[src/hdl/rwul_pkg.sv]
package rwul_pkg;

    // Sizes of the lock state
    localparam int ID_BITS     = 4;
    localparam int REQ_W       = 4;
    localparam int CNT_W       = 8;
    localparam int MAX_READERS = 255;
    localparam int CNT_MAX     = (1 << CNT_W) - 1;
    localparam int READER_CAP  = (MAX_READERS > CNT_MAX) ? CNT_MAX : MAX_READERS;

    typedef enum logic [2:0] {
        KIND_READ      = 3'd0,
        KIND_RIW       = 3'd1,
        KIND_WRITE     = 3'd2,
        KIND_JUSTWRITE = 3'd3,
        KIND_UNLOCK    = 3'd4,
        KIND_HOLD      = 3'd5
    } kind_t;

    typedef enum logic [1:0] {
        MODE_FREE  = 2'd0,
        MODE_READ  = 2'd1,
        MODE_RIW   = 2'd2,
        MODE_WRITE = 2'd3
    } mode_t;

    typedef enum logic [1:0] {
        ST_OK   = 2'd0,
        ST_WAIT = 2'd1,
        ST_ERR  = 2'd2
    } status_t;

    typedef enum logic [1:0] {
        WAKE_NONE = 2'd0,
        WAKE_ONE  = 2'd1,
        WAKE_ALL  = 2'd2
    } wake_t;

    // One request word
    typedef struct packed {
        logic [2:0]       kind;
        logic [REQ_W-1:0] requester;
    } req_t;

    // Request word held in the input register, with its valid flag
    typedef struct packed {
        logic vld;
        req_t word;
    } stage_t;

endpackage

[src/hdl/rwul_req_if.sv]
interface rwul_req_if
    import rwul_pkg::*;
();
    logic             valid;
    logic             ready;
    logic [2:0]       kind;
    logic [REQ_W-1:0] requester;

    modport source (output valid, output kind, output requester, input ready);
    modport sink   (input valid, input kind, input requester, output ready);
endinterface

[src/hdl/rwul_rsp_if.sv]
interface rwul_rsp_if
    import rwul_pkg::*;
();
    logic             valid;
    logic             ready;
    logic [1:0]       status;
    logic             held;
    logic [1:0]       wake;
    logic [1:0]       mode_now;
    logic [CNT_W-1:0] readers_now;

    modport source (output valid, output status, output held, output wake,
                    output mode_now, output readers_now, input ready);
    modport sink   (input valid, input status, input held, input wake,
                    input mode_now, input readers_now, output ready);
endinterface

[src/hdl/rwul_in_stage.sv]
module rwul_in_stage
    import rwul_pkg::*;
(
    input  logic       clk,
    input  logic       rst_n,
    rwul_req_if.sink   req,
    input  logic       take,
    output stage_t     stage
);

    logic vld_reg;
    logic vld_next;
    req_t word_reg;
    logic accept;

    // Room in the register when it is empty or drains this cycle.
    assign req.ready = !vld_reg || take;
    assign accept    = req.valid && req.ready;

    always_comb
    begin
        if (accept)
        begin
            vld_next = 1'b1;
        end
        else if (take)
        begin
            vld_next = 1'b0;
        end
        else
        begin
            vld_next = vld_reg;
        end
    end

    always_ff @(posedge clk or negedge rst_n)
    begin
        if (!rst_n)
        begin
            vld_reg <= 1'b0;
        end
        else
        begin
            vld_reg <= vld_next;
        end
    end

    // Payload register needs no reset.
    always_ff @(posedge clk)
    begin
        if (accept)
        begin
            word_reg <= '{kind: req.kind, requester: req.requester};
        end
    end

    assign stage.vld  = vld_reg;
    assign stage.word = word_reg;

endmodule

[src/hdl/rwul_core.sv]
module rwul_core
    import rwul_pkg::*;
(
    input  logic       clk,
    input  logic       rst_n,
    input  stage_t     stage,
    output logic       take,
    rwul_rsp_if.source rsp
);

    localparam logic [CNT_W-1:0] CAP = CNT_W'(READER_CAP);
    localparam logic [CNT_W-1:0] ONE = CNT_W'(1);

    mode_t              mode_reg,  mode_next;
    logic [CNT_W-1:0]   count_reg, count_next;
    logic [ID_BITS-1:0] owner_reg, owner_next;

    logic               rvld_reg, rvld_next;
    status_t            status_reg, status_next;
    logic               held_reg, held_next;
    wake_t              wake_reg, wake_next;

    logic [ID_BITS-1:0] who;
    logic               is_owner;
    logic [CNT_W-1:0]   dec;
    logic               fire;

    // The result register frees up when empty or when the word is taken.
    assign take = !rvld_reg || rsp.ready;
    assign fire = stage.vld && take;

    assign who      = stage.word.requester[ID_BITS-1:0];
    assign is_owner = (who == owner_reg);
    assign dec      = (count_reg != '0) ? (count_reg - ONE) : '0;

    // Lock decision for one request.
    always_comb
    begin
        mode_next   = mode_reg;
        count_next  = count_reg;
        owner_next  = owner_reg;
        status_next = ST_OK;
        held_next   = 1'b0;
        wake_next   = WAKE_NONE;
        case (stage.word.kind)
            KIND_READ:
            begin
                if (mode_reg == MODE_WRITE || count_reg >= CAP)
                begin
                    status_next = ST_WAIT;
                end
                else
                begin
                    count_next = count_reg + ONE;
                    if (mode_reg == MODE_FREE)
                    begin
                        mode_next = MODE_READ;
                    end
                end
            end
            KIND_RIW:
            begin
                if (mode_reg == MODE_WRITE || mode_reg == MODE_RIW || count_reg >= CAP)
                begin
                    status_next = ST_WAIT;
                end
                else
                begin
                    count_next = count_reg + ONE;
                    mode_next  = MODE_RIW;
                    owner_next = who;
                end
            end
            KIND_WRITE:
            begin
                if (mode_reg != MODE_RIW || !is_owner)
                begin
                    status_next = ST_ERR;
                end
                else if (count_reg > ONE)
                begin
                    status_next = ST_WAIT;
                end
                else
                begin
                    count_next = '0;
                    mode_next  = MODE_WRITE;
                end
            end
            KIND_JUSTWRITE:
            begin
                if (mode_reg == MODE_FREE && count_reg == '0)
                begin
                    mode_next  = MODE_WRITE;
                    owner_next = who;
                end
                else
                begin
                    status_next = ST_WAIT;
                end
            end
            KIND_UNLOCK:
            begin
                case (mode_reg)
                    MODE_FREE:
                    begin
                        status_next = ST_ERR;
                    end
                    MODE_READ:
                    begin
                        count_next = dec;
                        if (dec == '0)
                        begin
                            mode_next = MODE_FREE;
                            wake_next = WAKE_ONE;
                        end
                    end
                    MODE_RIW:
                    begin
                        if (dec == '0)
                        begin
                            if (!is_owner)
                            begin
                                status_next = ST_ERR;
                            end
                            else
                            begin
                                count_next = '0;
                                mode_next  = MODE_FREE;
                                wake_next  = WAKE_ALL;
                            end
                        end
                        else
                        begin
                            count_next = dec;
                            if (is_owner)
                            begin
                                mode_next = MODE_READ;
                            end
                        end
                    end
                    default:
                    begin
                        // Write mode: only the owner may release.
                        if (!is_owner)
                        begin
                            status_next = ST_ERR;
                        end
                        else
                        begin
                            count_next = '0;
                            mode_next  = MODE_FREE;
                            wake_next  = WAKE_ALL;
                        end
                    end
                endcase
            end
            KIND_HOLD:
            begin
                held_next = (mode_reg == MODE_RIW || mode_reg == MODE_WRITE) && is_owner;
            end
            default:
            begin
                status_next = ST_ERR;
            end
        endcase
    end

    assign rvld_next = stage.vld || (rvld_reg && !rsp.ready);

    // Lock state and result valid flag.
    always_ff @(posedge clk or negedge rst_n)
    begin
        if (!rst_n)
        begin
            mode_reg  <= MODE_FREE;
            count_reg <= '0;
            owner_reg <= '0;
            rvld_reg  <= 1'b0;
        end
        else
        begin
            rvld_reg <= rvld_next;
            if (fire)
            begin
                mode_reg  <= mode_next;
                count_reg <= count_next;
                owner_reg <= owner_next;
            end
        end
    end

    // Result payload register.
    always_ff @(posedge clk)
    begin
        if (fire)
        begin
            status_reg <= status_next;
            held_reg   <= held_next;
            wake_reg   <= wake_next;
        end
    end

    assign rsp.valid       = rvld_reg;
    assign rsp.status      = status_reg;
    assign rsp.held        = held_reg;
    assign rsp.wake        = wake_reg;
    assign rsp.mode_now    = mode_reg;
    assign rsp.readers_now = count_reg;

endmodule

[src/hdl/reader_writer_upgrade_lock_top.sv]
// Reader/writer lock with upgrade.
//
// The req channel carries one request word per handshake: kind (read, riw,
// write upgrade, justwrite, unlock, hold query) and the requester id. The
// rsp channel returns exactly one word per request: status, held, wake,
// and the mode and reader count as they stand after the request.
//
// A word accepted from req is loaded into the input register; its answer
// lands in the result register when the core takes it, together with the
// update of the lock state. Throughput is one request per cycle while
// rsp.ready stays high, set by the read-modify-write of the mode, count
// and owner registers.
//
// Reset frees the lock with no readers and owner zero, and empties both
// registers. When the receiver holds rsp.ready low the result word stays,
// the input register fills, and then req.ready drops until a word is taken.
module reader_writer_upgrade_lock_top
    import rwul_pkg::*;
(
    input  logic       clk,
    input  logic       rst_n,
    rwul_req_if.sink   req,
    rwul_rsp_if.source rsp
);

    stage_t stage;
    logic   take;

    rwul_in_stage u_in_stage (
        .clk   (clk),
        .rst_n (rst_n),
        .req   (req),
        .take  (take),
        .stage (stage)
    );

    rwul_core u_core (
        .clk   (clk),
        .rst_n (rst_n),
        .stage (stage),
        .take  (take),
        .rsp   (rsp)
    );

endmodule

[src/flat_wrapper.sv]
// flat-port wrapper written by rule: the top's interface ports become plain ports
module reader_writer_upgrade_lock_top_flat import rwul_pkg::*;
  (clk, rst_n, req_valid, req_kind, req_requester, req_ready, rsp_valid, rsp_status, rsp_held, rsp_wake, rsp_mode_now, rsp_readers_now, rsp_ready);
  rwul_req_if req_i ();
  rwul_rsp_if rsp_i ();
  input  logic clk;
  input  logic rst_n;
  input wire logic [$bits(req_i.valid)-1:0] req_valid;
  input wire logic [$bits(req_i.kind)-1:0] req_kind;
  input wire logic [$bits(req_i.requester)-1:0] req_requester;
  output wire logic [$bits(req_i.ready)-1:0] req_ready;
  output wire logic [$bits(rsp_i.valid)-1:0] rsp_valid;
  output wire logic [$bits(rsp_i.status)-1:0] rsp_status;
  output wire logic [$bits(rsp_i.held)-1:0] rsp_held;
  output wire logic [$bits(rsp_i.wake)-1:0] rsp_wake;
  output wire logic [$bits(rsp_i.mode_now)-1:0] rsp_mode_now;
  output wire logic [$bits(rsp_i.readers_now)-1:0] rsp_readers_now;
  input wire logic [$bits(rsp_i.ready)-1:0] rsp_ready;
  assign req_i.valid = req_valid;
  assign req_i.kind = req_kind;
  assign req_i.requester = req_requester;
  assign req_ready = req_i.ready;
  assign rsp_valid = rsp_i.valid;
  assign rsp_status = rsp_i.status;
  assign rsp_held = rsp_i.held;
  assign rsp_wake = rsp_i.wake;
  assign rsp_mode_now = rsp_i.mode_now;
  assign rsp_readers_now = rsp_i.readers_now;
  assign rsp_i.ready = rsp_ready;
  reader_writer_upgrade_lock_top u_core (.clk(clk), .rst_n(rst_n), .req(req_i), .rsp(rsp_i));
endmodule
[config.mk]
export PLATFORM = sky130hd
export DESIGN_NAME = reader_writer_upgrade_lock_top_flat
export DESIGN_NICKNAME = d
export VERILOG_FILES = /design/src/hdl/rwul_pkg.sv /design/src/hdl/rwul_req_if.sv /design/src/hdl/rwul_rsp_if.sv /design/src/hdl/rwul_in_stage.sv /design/src/hdl/rwul_core.sv /design/src/hdl/reader_writer_upgrade_lock_top.sv /design/src/flat_wrapper.sv
export SDC_FILE = /design/constraint.sdc
export NUM_CORES = 1
export LEC_CHECK = 0
export ABC_CLOCK_PERIOD_IN_PS = 2500
export BUFFER_PORTS_ARGS = -buffer_cell sky130_fd_sc_hd__clkbuf_2
export CORE_ASPECT_RATIO = 1.5
export CORE_MARGIN = 2
export CORE_UTILIZATION = 51
export CTS_CLUSTER_SIZE = 30
export DETAILED_ROUTE_END_ITERATION = 12
export GPL_ROUTABILITY_DRIVEN = 0
export GPL_TIMING_DRIVEN = 0
export PLACE_DENSITY = 0.75
export REMOVE_ABC_BUFFERS = 1
export SYNTH_ARGS = -nofsm -noshare
export SYNTH_HDL_FRONTEND = slang
export SYNTH_SLANG_ARGS = --single-unit
[constraint.sdc]
create_clock -name clk -period 2.5 [get_ports clk]
set_input_delay 0 -clock clk [delete_from_list [all_inputs] [get_ports clk]]
set_output_delay 0 -clock clk [all_outputs]
set_load 0.02 [all_outputs]
---- After elaboration in Yosys (flattened, before gate mapping) ----
Index checks and enable logic that the tools add are counted.
word-level totals
  flip-flop bits (word level) ............. 28
  latch bits .............................. 0
  bits in writable memories ............... 0
  memory bits (read-only) ................. 0
  bits of input ports ..................... 11
  output and inout bits ................... 17
  word-level logic and storage cells ...... 100
  memories ................................ 0
operators by class
  add/sub/neg operators ................... 2
  multipliers ............................. 0
  div/mod/pow operators ................... 0
  magnitude comparators ................... 2
  eq/ne operators ......................... 19
  shift-type cells ........................ 0
  mux-type cells .......................... 39
  bitwise operators ....................... 0
  reduce and logical (&&, ||, !) cells .... 28
operator list
  operator                                            number
  2-to-1 mux 8 bit                                    7
  case mux 8 bit (4 select lines)                     1
  2-to-1 mux 2 bit                                    15
  case mux 8 bit (3 select lines)                     1
  case mux 2 bit (3 select lines)                     3
  logical NOT 8 bit                                   2
  inequality test 2 bit, second input constant        8
  case mux 2 bit (6 select lines)                     1
  AND reduction 11 bit                                1
  case mux 2 bit (5 select lines)                     1
  adder 8 x 1 -> 8 bit, second input constant         1
  >= comparator 8 bit, second input constant          1
  > comparator 8 x 1 -> 1 bit, second input constant  1
  2-to-1 mux 4 bit                                    2
  case mux 4 bit (2 select lines)                     1
  nonzero test 8 bit                                  1
  subtractor 8 x 1 -> 8 bit, second input constant    1
  logical OR 1 bit                                    7
  2-to-1 mux 1 bit                                    7
  AND reduction 7 bit                                 1
  == test 3 x 2 -> 1 bit, second input constant       2
  == test 3 bit, second input constant                2
  logical AND 1 bit                                   5
  nonzero test 5 bit                                  1
  12 further kinds                                    17

---- Longest topological paths before layout ----
Gate-level depths: netlist (run 1).
  word-level depth ........................ 6
  gate-level depth with buffers ........... 9
  gate-level depth less buffers ........... 8

---- Cells and area by module ----
From an unflattened synthesis (run 1), not the netlist that was laid out.
second synthesis, totals
  cells, all modules ...................... 201
  area total of the unflattened synthesis .. 1963.1 µm²
by module, submodules not included
  module         times used  cells each  area each (µm²)  sequential area each (µm²)
  rwul_core      1           189         1691.6           525.5
  rwul_in_stage  1           12          271.5            235.2

---- Worst setup path after synthesis (run 1) ----
OpenSTA, ideal clock, no wires.
  path kind ............................... reg-to-reg
  start point ............................. reg u_core.u_core.count_reg[3], in the netlist u_core.u_core.rsp.readers_now[3]
  end point ............................... reg u_core.u_core.count_reg[5], in the netlist u_core.u_core.rsp.readers_now[5]
  library setup time ...................... 144 ps
  data arrival time ....................... 2332 ps
  data required time ...................... 2356 ps
  path slack .............................. 24 ps
  stages on the path, launching flop included .. 8
  path buffers ............................ 1
  clock period less this slack ............ 2476 ps
  cell sequence ........................... dfrtp_1 > buf_6 > or4_4 > nor4_4 > a31oi_2 > or4_4 > a21oi_4 > a31oi_1
on the way
  longest elaborated chain between the ends .. 6
  elaborated cells between the ends (all ways) .. 18
  classes of those cells .................. 2 x add/sub; 2 x order compare; 3 x eq/ne; 6 x mux; 5 x reduce/logical
ends and longest elaborated chain
  what                                                             line              source
  start: declaration                                               rwul_core.sv:15   logic [CNT_W-1:0] count_reg, count_next;
  start signal: assignment                                         rwul_core.sv:187  count_reg <= count_next;
  subtractor 8 x 1 -> 8 bit or nonzero test 8 bit (tied branches)  rwul_core.sv:34   assign dec = (count_reg != '0) ? (count_reg - ONE) : '0;
  2-to-1 mux 8 bit                                                 rwul_core.sv:34
  logical NOT 8 bit                                                rwul_core.sv:120  if (dec == '0)
  2-to-1 mux 8 bit                                                 rwul_core.sv:120
  case mux 8 bit (3 select lines)                                  rwul_core.sv:104  case (mode_reg)
  case mux 8 bit (4 select lines)                                  rwul_core.sv:45   case (stage.word.kind)
Parallel ways exist; a longest one is shown, timed or not. The select of a mux whose other input is x is not followed.
A chain may end at the register's enable or synchronous reset.

---- Worst setup path after layout (run 1) ----
  start point ............................. reg u_core.u_core.count_reg[3], in the netlist u_core.u_core.rsp.readers_now[3]
  end point ............................... reg u_core.u_core.count_reg[2], in the netlist u_core.u_core.rsp.readers_now[2]
Same word-level chain as after synthesis.

==> impl_results.md, run 1 <==
* Run status: finished, final reports clean
* Die area at 4260 um2
* Final hold vios at 0
* Core ar. at 3650 um2
* CP most frequent cell: or4_4
* Setup Viol. Count Final at 0
* Measured slew at the worst slew-check pin at 0.674 ns
* Async SR Flop Fraction at roughly 57%
* Starting density of the core at 52.4%
* Minimum clock period at 2.47 ns
* Master of the slowest instance on the critical path: or4_4
* Largest net degree at the start of global routing at 17
* Post-synth top flop: dfrtp_1
* Worst-case reg-to-reg path depth at 6
* Post-synth EDFFs at 12
* Chip height at 79.0 um
* Switching pwr at 1130 uW
* Global-route usage over all layers at around a quarter
* Worst reg2reg endpoint: u_core.u_core.rsp.readers_now[2]
* Final ANT Viol Nets at 0
* Layout overhead on the synthesized area at 24.1%
* Critical Path, Cell by Cell: or4_4, nor4_4, a31oi_4, or4_4, a211oi_1, a21oi_1
* Layout Skew at between 0.01 and 0.015 ns
* Clock share of power at about 15%
* Distinct cells, synth at 52
* Reg-to-Reg Start: u_core.u_core.rsp.readers_now[3]
* Vias in the first global route at ~1700
* Fin nets at 262
* Antenna diodes at 0
* DPL Wire Length at 3280 um
* Sequential element share of the synthesized area at between 30% and 40%
* Cell Area, Synth at 1910 um2
* Worst-case clock buffer depth at 2
* Fillers at about 300
* Max Fclk at 0.404 GHz
* H-tree lvl count at 1
* Worst path max stage delay at 0.57 ns
* Sw Ratio at a little under half
* Sequential Power Share at 30.9%
* Worst-path clk slew at 0.09 ns
* Int Pwr at 1370 uW
* Crit share post-route at between 90% and 100%
* Setup TNS at 0 ns
* Worst-Skew Late Latency at about 0.28 ns
* Max-Cap Viols at 0
* Comb power frac at a little over half
* CTS tree: done
* Drt total wl at 4940 um
* Commonest non-fill, non-tap cell in the layout: clkbuf_2
* Mean post-synth cell area at 9.37 um2
* Fin util at 65.1%
* CP Data Arrival Time at approximately 2.6 ns
* DR vias/cell at 6.31
* Flop-to-flop setup slack at 0.03 ns
* Die Width at 54.0 um
* Hold EP: u_core.u_core.rsp.valid
* HP Start: rsp_ready
* Hold depth at 3
* DR WL/cell at 17.3 um
* Share of cells above drive strength 1 at 27.7%
* Ys Warns at 0
* Static Leak at 0.000968 uW
* Total CTS buffers at 3
* Most frequent cells in the layout: clkbuf_2 (27), a21oi_1 (17), inv_1 (13), nor2_1 (12), edfxtp_1 (12)
* Relative slew slack at 54.7%
* Max reg flops at 8
* TritonRoute pass-1 iters at 4
* Clk sinks at 28
* Gr ovfl total at 0
* Site Rows at 27
* Io pins at 28
* Buffers on Ports at 27
* Root Buffer: clkbuf_8
* Worst-path maximum fanout at 4
* Register area at 768 um2
* Antenna violations before repair at 0
* Vias at approximately 1800
* RSZ-0062 raised after global routing: true
* Multi-input logic area at 1140 um2
* Max VDD drop at 0.672 mV
* Worst hold path type: in -> reg
* Critical path type: reg -> reg
* Crit. End Element: flip-flop
* Global-route wire length before repair at approximately 7300 um
* Worst Path Required at between 2 and 3 ns
* Max Slew Vio Count at 0
* Pwr per Cell Area at ~1100 nW/um2
* DRC violations left at 0
* Syn Inst Count at 204
* #FFs+latches synth at 28
* Iter 0 DRT Violations at 72
* Crit start category: flip-flop
final cells by class:
cell class              instances  share of cell area (%)
inverters                      15                    2.37
flip-flops and latches         28                    32.4
clock buffers                   3                    1.74
well taps                      43                    2.27
multi-input cells             151                    48.0
clock inverters                 1                    1.27
repair buffers                 44                    12.0
critical path: cells and delay by family, from the launching register on:
kind	cells	cell delay, ns
simple gates	3	1.42
compound gates	3	0.49
flops	1	0.44
layer usage:
layer  GRT usage, %  share of wire, %
met2           41.3                53
met5              0                 0
met1           25.8                37
met3           2.44               4.8
met4           13.0               5.1
cell usage after synthesis, types with 2 or more instances:
master	count	area share [%]
and3_1	3	0.98
a211oi_1	3	1.2
mux2_1	4	2.4
xnor2_1	8	3.7
or3_1	2	0.65
nand3_1	6	1.6
o22ai_1	3	0.98
o21ai_1	3	0.79
or4_4	2	1.2
a31o_2	2	0.92
a21oi_1	18	4.7
xor2_1	2	0.92
edfxtp_1	12	19
nor4_4	2	2.2
buf_2	2	0.52
a211o_1	2	0.92
inv_1	14	2.7
dfrtp_1	16	21
nor2_1	12	2.4
nand2b_1	5	1.6
nor4_1	3	0.98
nand3b_1	2	0.79
nand2_1	10	2.0
nor2b_1	2	0.65
o32ai_1	2	0.92
a31oi_1	4	1.3
a21o_1	2	0.79
nand4_1	4	1.3
nor3_1	8	2.1
o21ai_0	7	1.8
clkbuf_1	7	1.4
o31ai_1	2	0.79
ha_1	8	5.2
and2_1	4	1.3
power by group through the flow:
stage | combinational [uW] | clock [uW] | sequential (uW)
after floorplan | 756 | 0 | 838
after global placement | 1090 | 0 | 787
after detailed placement | 1100 | 0 | 791
after CTS | 1230 | 370 | 754
after global routing | 1470 | 379 | 790
final | 1370 | 365 | 773
cells by family after synthesis:
group	Yosys count	synth area share, %
simple gates	70	21.9
xor+xnor	10	4.58
compound gates	59	20.7
fa+ha+maj	8	5.24
buf+inv	25	5.43
flops	28	39.8
mux	4	2.36
stage by stage:
step,hold slack [ns],worst slack [ns],instances,area (um2),total power (uW)
finish,0.0212,0.0267,285,2370,2500
global route,0.0287,-0.0281,285,2370,2640
CTS,0.00909,0.00175,282,2280,2360
detailed placement,-0.0357,-0.226,264,2050,1890
global placement,-0.0433,-0.216,264,2050,1870
floorplan,-0.296,0.0580,194,1860,1590
worst max path at each step:
stage                                     startpoint                          endpoint  slack (ns)  cells past startpoint
floorplan           u_core.u_core.rsp.readers_now[2]  u_core.u_core.rsp.readers_now[5]        0.06                      6
global placement    u_core.u_core.rsp.readers_now[2]        u_core.u_core.owner_reg[3]       -0.22                      6
detailed placement  u_core.u_core.rsp.readers_now[2]        u_core.u_core.owner_reg[2]       -0.23                      6
CTS                 u_core.u_core.rsp.readers_now[1]       u_core.u_core.rsp.status[1]       0.002                      8
global route        u_core.u_core.rsp.readers_now[3]  u_core.u_core.rsp.readers_now[1]       -0.03                      6
finish              u_core.u_core.rsp.readers_now[3]  u_core.u_core.rsp.readers_now[2]        0.03                      6
repair_timing:
| action | in CTS | in global routing |
|---|---|---|
| setup endpoints to repair | 16 | 17 |
| gates cloned | 0 | 0 |
| pin swaps | 0 | 3 |
| endpoints found under the hold margin | 24 | 0 |
| hold buffers | 9 | 0 |
| resized for setup | 10 | 15 |
| buffers inserted | 5 | 3 |
Power figures use the tool's default switching activity.
==> run 2: changes to the inputs <==
SETUP_SLACK_MARGIN = 0.2   (was default)
==> run 2 against run 1 <==
Sequential share of layout area decreased by 2.2 points. Critical endpoint is now u_core.u_core.rsp.readers_now[5]. Final area increased by 7.4%. Critical path type unchanged. Critical path depth unchanged. Clock power increased by 1%. Fmax increased by 2.6%.
==> impl_results.md, run 2 (synthesis gave the netlist of run 1 again) <==
* Gr ovfl total at 0
* Share of cells above drive strength 1 at 35.2%
* Crit start category: flip-flop
* Worst-path maximum fanout at 5
* Global-route wire length before repair at 7510 um
* Worst-Skew Late Latency at 0.29 ns
* DRC violations left at 0
* Final setup margin at 0.0884 ns
* Largest net degree at the start of global routing at 17
* Run status: finished, final reports clean
* RSZ-0062 raised after global routing: true
* Design area at around 2500 um2
* Hold_ws at approximately 0.019 ns
* Clock share of power at roughly 13%
* Root Buffer: clkbuf_8
* Measured slew at the worst slew-check pin at approximately 0.48 ns
* H-tree lvl count at 1
* Fin nets at about 280
* Critical path type: reg -> reg
* Core ar. at roughly 3600 um2
* Vias at 1944
* Placed cell areas at 2050 um2
* Total CTS buffers at 3
* DPL Wire Length at 3280 um
* Crit. End Element: flip-flop
* Relative slew slack at 67.9%
* Die area at approximately 4300 um2
* Pwr per Cell Area at 1120 nW/um2
* Final ANT Viol Nets at 0
* Commonest non-fill, non-tap cell in the layout: clkbuf_2
* Starting density of the core at 52.4%
* Iter 0 DRT Violations at 104
* Buffers on Ports at 27
* Max VDD drop at 0.767 mV
* Worst hold path type: in -> reg
* Global-route usage over all layers at 23.8%
* Layout overhead on the synthesized area at 33.3%
* Max Slew Vio Count at 0
* DR vias/cell at 6.50
* Worst-case clock buffer depth at 2
* Crit share post-route at 96.5%
* Max Fclk at 0.415 GHz
* Comb power frac at 60.5%
* Setup Viol. Count Final at 0
* Pre-CTS setup slack at -0.226 ns
* Io pins at 28
* Fin util at between 60% and 70%
* Max reg flops at 8
* Sw Ratio at 44.9%
* CP Data Arrival Time at around 2.6 ns
* Antenna diodes at 0
* Drt total wl at 5590 um
* Most frequent cells in the layout: clkbuf_2 (27), buf_4 (22), a21oi_1 (16)
* Int Pwr at 1580 uW
* TritonRoute pass-1 iters at 4
* Minimum clock period at 2.41 ns
* Final hold vios at 0
* Fillers at 266
* Worst-path clk slew at 0.11 ns
* CTS tree: done
* Placed Cells at 264
* Antenna violations before repair at 0
* Worst Path Required at between 2 and 3 ns
* Chip height at 79.0 um
* Static Leak at 0.00104 uW
* Multi-input logic area at 1200 um2
* Register area at 768 um2
* Layout Skew at 0.0137 ns
* Switching pwr at 1290 uW
* DR WL/cell at 18.7 um
* Max-Cap Viols at 0
* Sequential Power Share at between 20% and 30%
* Clk sinks at 28
* Die Width at 54.0 um
* Vias in the first global route at 1684
* Site Rows at 27
* Post-Layout Cell Count at 299
run 2: layer usage:
| layer | wire length [um] | track usage [%] | up-vias |
|---|---|---|---|
| met2 | 3010 | 43.2 | 113 |
| met3 | 364 | 3.38 | 44 |
| met4 | 322 | 11.8 | 0 |
| met5 | 0 | 0 | - |
| met1 | 1900 | 25.3 | 927 |
| li1 | - | - | 860 |
run 2: what timing repair did:
item	4_1_cts	5_1_grt
resized for setup	21	17
hold buffers	9	0
pin swaps	5	8
endpoints found under the hold margin	24	0
setup buffers	9	13
setup endpoints to repair	17	16
run 2: path summary, 6_finish.rpt:
path / from / end / slack (ns) / cells after the start
max reg2reg: u_core.u_core.rsp.readers_now[3] / u_core.u_core.rsp.readers_now[5] / 0.09 / 6
min: rsp_ready / u_core.u_core.rsp.valid / 0.02 / 3
max: u_core.u_core.rsp.readers_now[3] / u_core.u_core.rsp.readers_now[5] / 0.09 / 6
max in group asynchronous: rst_n / u_core.u_core.rsp.readers_now[2] / 1.95 / 2
min reg2reg: u_core.u_in_stage.vld_reg / u_core.u_core.rsp.valid / 0.50 / 1
min in group asynchronous: rst_n / u_core.u_core.rsp.mode_now[0] / 0.18 / 2
run 2: per-stage QoR:
stage	total power [uW]	setup TNS (ns)
CTS	2470	0
global route	2990	0
floorplan	1590	0
finish	2870	0
global placement	1870	-1.65
detailed placement	1890	-1.79
run 2: power groups by stage:
stage,sequential [uW],combinational (uW),clock [uW]
2_1_floorplan,838,756,0
3_3_place_gp,787,1090,0
3_5_place_dp,791,1100,0
4_1_cts,749,1350,370
5_1_grt,776,1840,379
6_report,764,1730,369
run 2: cell type report:
cell class                 count  area share, %
clock inverter                 1           1.18
sequential                    28           30.1
multi-input combinational    151           47.2
clock buffer                   3           1.62
tap                           43           2.11
timing repair buffer          58           15.3
inverter                      15           2.41
run 2: critical path, cell delays in order (launching register included):
cell	delay (ns)
dfrtp_2	0.45
or4_4	0.57
nor4_4	0.22
a31oi_4	0.17
or4_4	0.56
a21oi_4	0.22
a31oi_1	0.11
==> run 3: changes to the inputs <==
CORE_UTILIZATION = 30   (was 51)
PLACE_DENSITY = default   (was 0.75)
==> run 3 against run 2 <==
Die area grew 65%. Sequential power decreased by 0.7%. Utilization fell by 27 points. Via count is 7.1% lower. Clock power is essentially flat. Worst setup slack got worse by 0.056 ns. Combinational power is 5% lower. Count of clock-buffer cells in the layout did not move. Total power is 3.0% lower. Flip-flop and latch count unchanged. Clock skew down 0.011 ns. Global-route usage decreased by 8.8 points. Highest routed layer unchanged.
==> impl_results.md, run 3 (synthesis gave the netlist of run 1 again) <==
* Max Slew Vio Count at 0
* Relative slew slack at 68.4%
* Register area at 768 um2
* Vias in the first global route at about 1900
* Antenna diodes at 0
* Most frequent cells in the layout: clkbuf_2 (27), buf_4 (18), a21oi_1 (14)
* Critical Path, Cell by Cell: or4_4, nor4_4, a31oi_4, buf_6, buf_6, nor4_4, buf_4, a21oi_4, a41oi_2
* Minimum clock period at 2.47 ns
* Post-Layout Cell Count at 330
* H-tree lvl count at 1
* Final ANT Viol Nets at 0
* Share of cells above drive strength 1 at 36.3%
* Buffers on Ports at 27
* Max VDD drop at 0.381 mV
* Master of the slowest instance on the critical path: or4_4
* Die area at between 7000 and 8000 um2
* Placed cell areas at about 2100 um2
* Antenna violations before repair at 0
* Max-Cap Viols at 0
* Die Width at about 69 um
* Measured slew at the worst slew-check pin at 0.474 ns
* DR vias/cell at 5.47
* Fin nets at 276
* Worst-path clk slew at 0.10 ns
* Reg-to-Reg Start: u_core.u_core.rsp.readers_now[3]
* Max Fclk at 0.405 GHz
* Worst-Skew Late Latency at 0.28 ns
* Worst hold path type: in -> async
* Largest net degree at the start of global routing at 17
* Iter 0 DRT Violations at 140
* RSZ-0062 raised after global routing: true
* Pwr per Cell Area at 1050 nW/um2
* Vias at 1806
* Layout overhead on the synthesized area at 37.9%
* CTS tree: done
* Max reg flops at 8
* Clk sinks at 28
* Root Buffer: clkbuf_8
* Site Rows at 35
* Crit share post-route at 98.7%
* Setup Viol. Count Final at 0
* TritonRoute pass-1 iters at 4
* Io pins at 28
* Final hold vios at 0
* Critical path type: reg -> reg
* Run status: finished, final reports clean
* Gr ovfl total at 0
* Fillers at 597
* Global-route usage over all layers at between 10% and 20%
* CP Data Arrival Time at approximately 2.7 ns
* Worst path max stage delay at 0.57 ns
* DPL Wire Length at 3530 um
* Global-route wire length before repair at approximately 8400 um
* Crit start category: flip-flop
* Static Leak at 0.00106 uW
* Chip height at a little over 100 um
* Drt total wl at about 5500 um
* Starting density of the core at 31.0%
* Flop-to-flop setup slack at about 0.032 ns
* DRC violations left at 0
* Total CTS buffers at 3
* Layout Skew at 0.00241 ns
* Core ar. at 6170 um2
* Placed Cells at 295
* DR WL/cell at 16.7 um
* Multi-input logic area at 1240 um2
* Worst-path maximum fanout at 5
* CP startpoint: u_core.u_core.rsp.readers_now[3]
* Commonest non-fill, non-tap cell in the layout: clkbuf_2
* Worst-case clock buffer depth at 2
* Worst Path Required at 2.70 ns
* Crit. End Element: flip-flop
* Design area at 2640 um2
[run 3: critical path, delay by kind of cell, from the launching register on]
kind                   cells  cell delay, ns
AOI/OAI and AO/OA          3            0.37
buffers and inverters      3            0.46
DFF                        1            0.45
and+or+nand+nor            3            1.10
[run 3: path summary, 6_finish.rpt]
| kind | to | depth (start not counted) |
|---|---|---|
| hold / removal | u_core.u_core.owner_reg[2] | 2 |
| max in group asynchronous | u_core.u_core.rsp.readers_now[5] | 2 |
| hold reg to reg | u_core.u_core.rsp.valid | 1 |
| setup reg to reg | u_core.u_core.rsp.readers_now[3] | 9 |
| setup / recovery | u_core.u_core.rsp.readers_now[3] | 9 |
| min in group clk | u_core.u_in_stage.stage[3] | 2 |
[run 3: per-layer routing]
metal	track usage [%]	share of wire (%)
met5	0	0
met4	9.05	3.5
met3	1.69	3.5
met2	28.3	54
met1	15.7	39
[run 3: power breakdown]
group	internal, uW	leakage (uW)	total [uW]	switching [uW]
clock	215	0.0000357	370	155
sequential	605	0.000306	759	153
combinational	703	0.000714	1650	949
total	1520	0.00106	2780	1260
[run 3: through the flow]
step	TNS [ns]	utilization, %	total power (uW)	hold slack [ns]	setup WS (ns)
after floorplan	0	-	1590	-0.296	0.0580
after global placement	-2.31	33.9	1890	-0.0448	-0.270
after detailed placement	-2.41	33.9	1900	-0.0330	-0.314
after CTS	0	40.7	2590	0.197	0.0712
after global routing	-0.112	42.7	2940	0.203	-0.0405
final	0	42.7	2780	0.182	0.0320
[run 3: final cells by class]
class	count	area share [%]
Inverter	15	2.23
Clock buffer	3	1.57
Timing Repair Buffer	58	15.3
Clock inverter	1	1.14
Tap cell	74	3.51
Sequential cell	28	29.1
Multi-Input combinational cell	151	47.1
[run 3: what timing repair did]
item,4_1_cts,5_1_grt
hold endpoints to repair,25,0
cloned,0,0
resized for setup,27,20
setup buffers,19,2
hold buffers,10,0
pin swaps,8,7
setup endpoints to repair,17,16
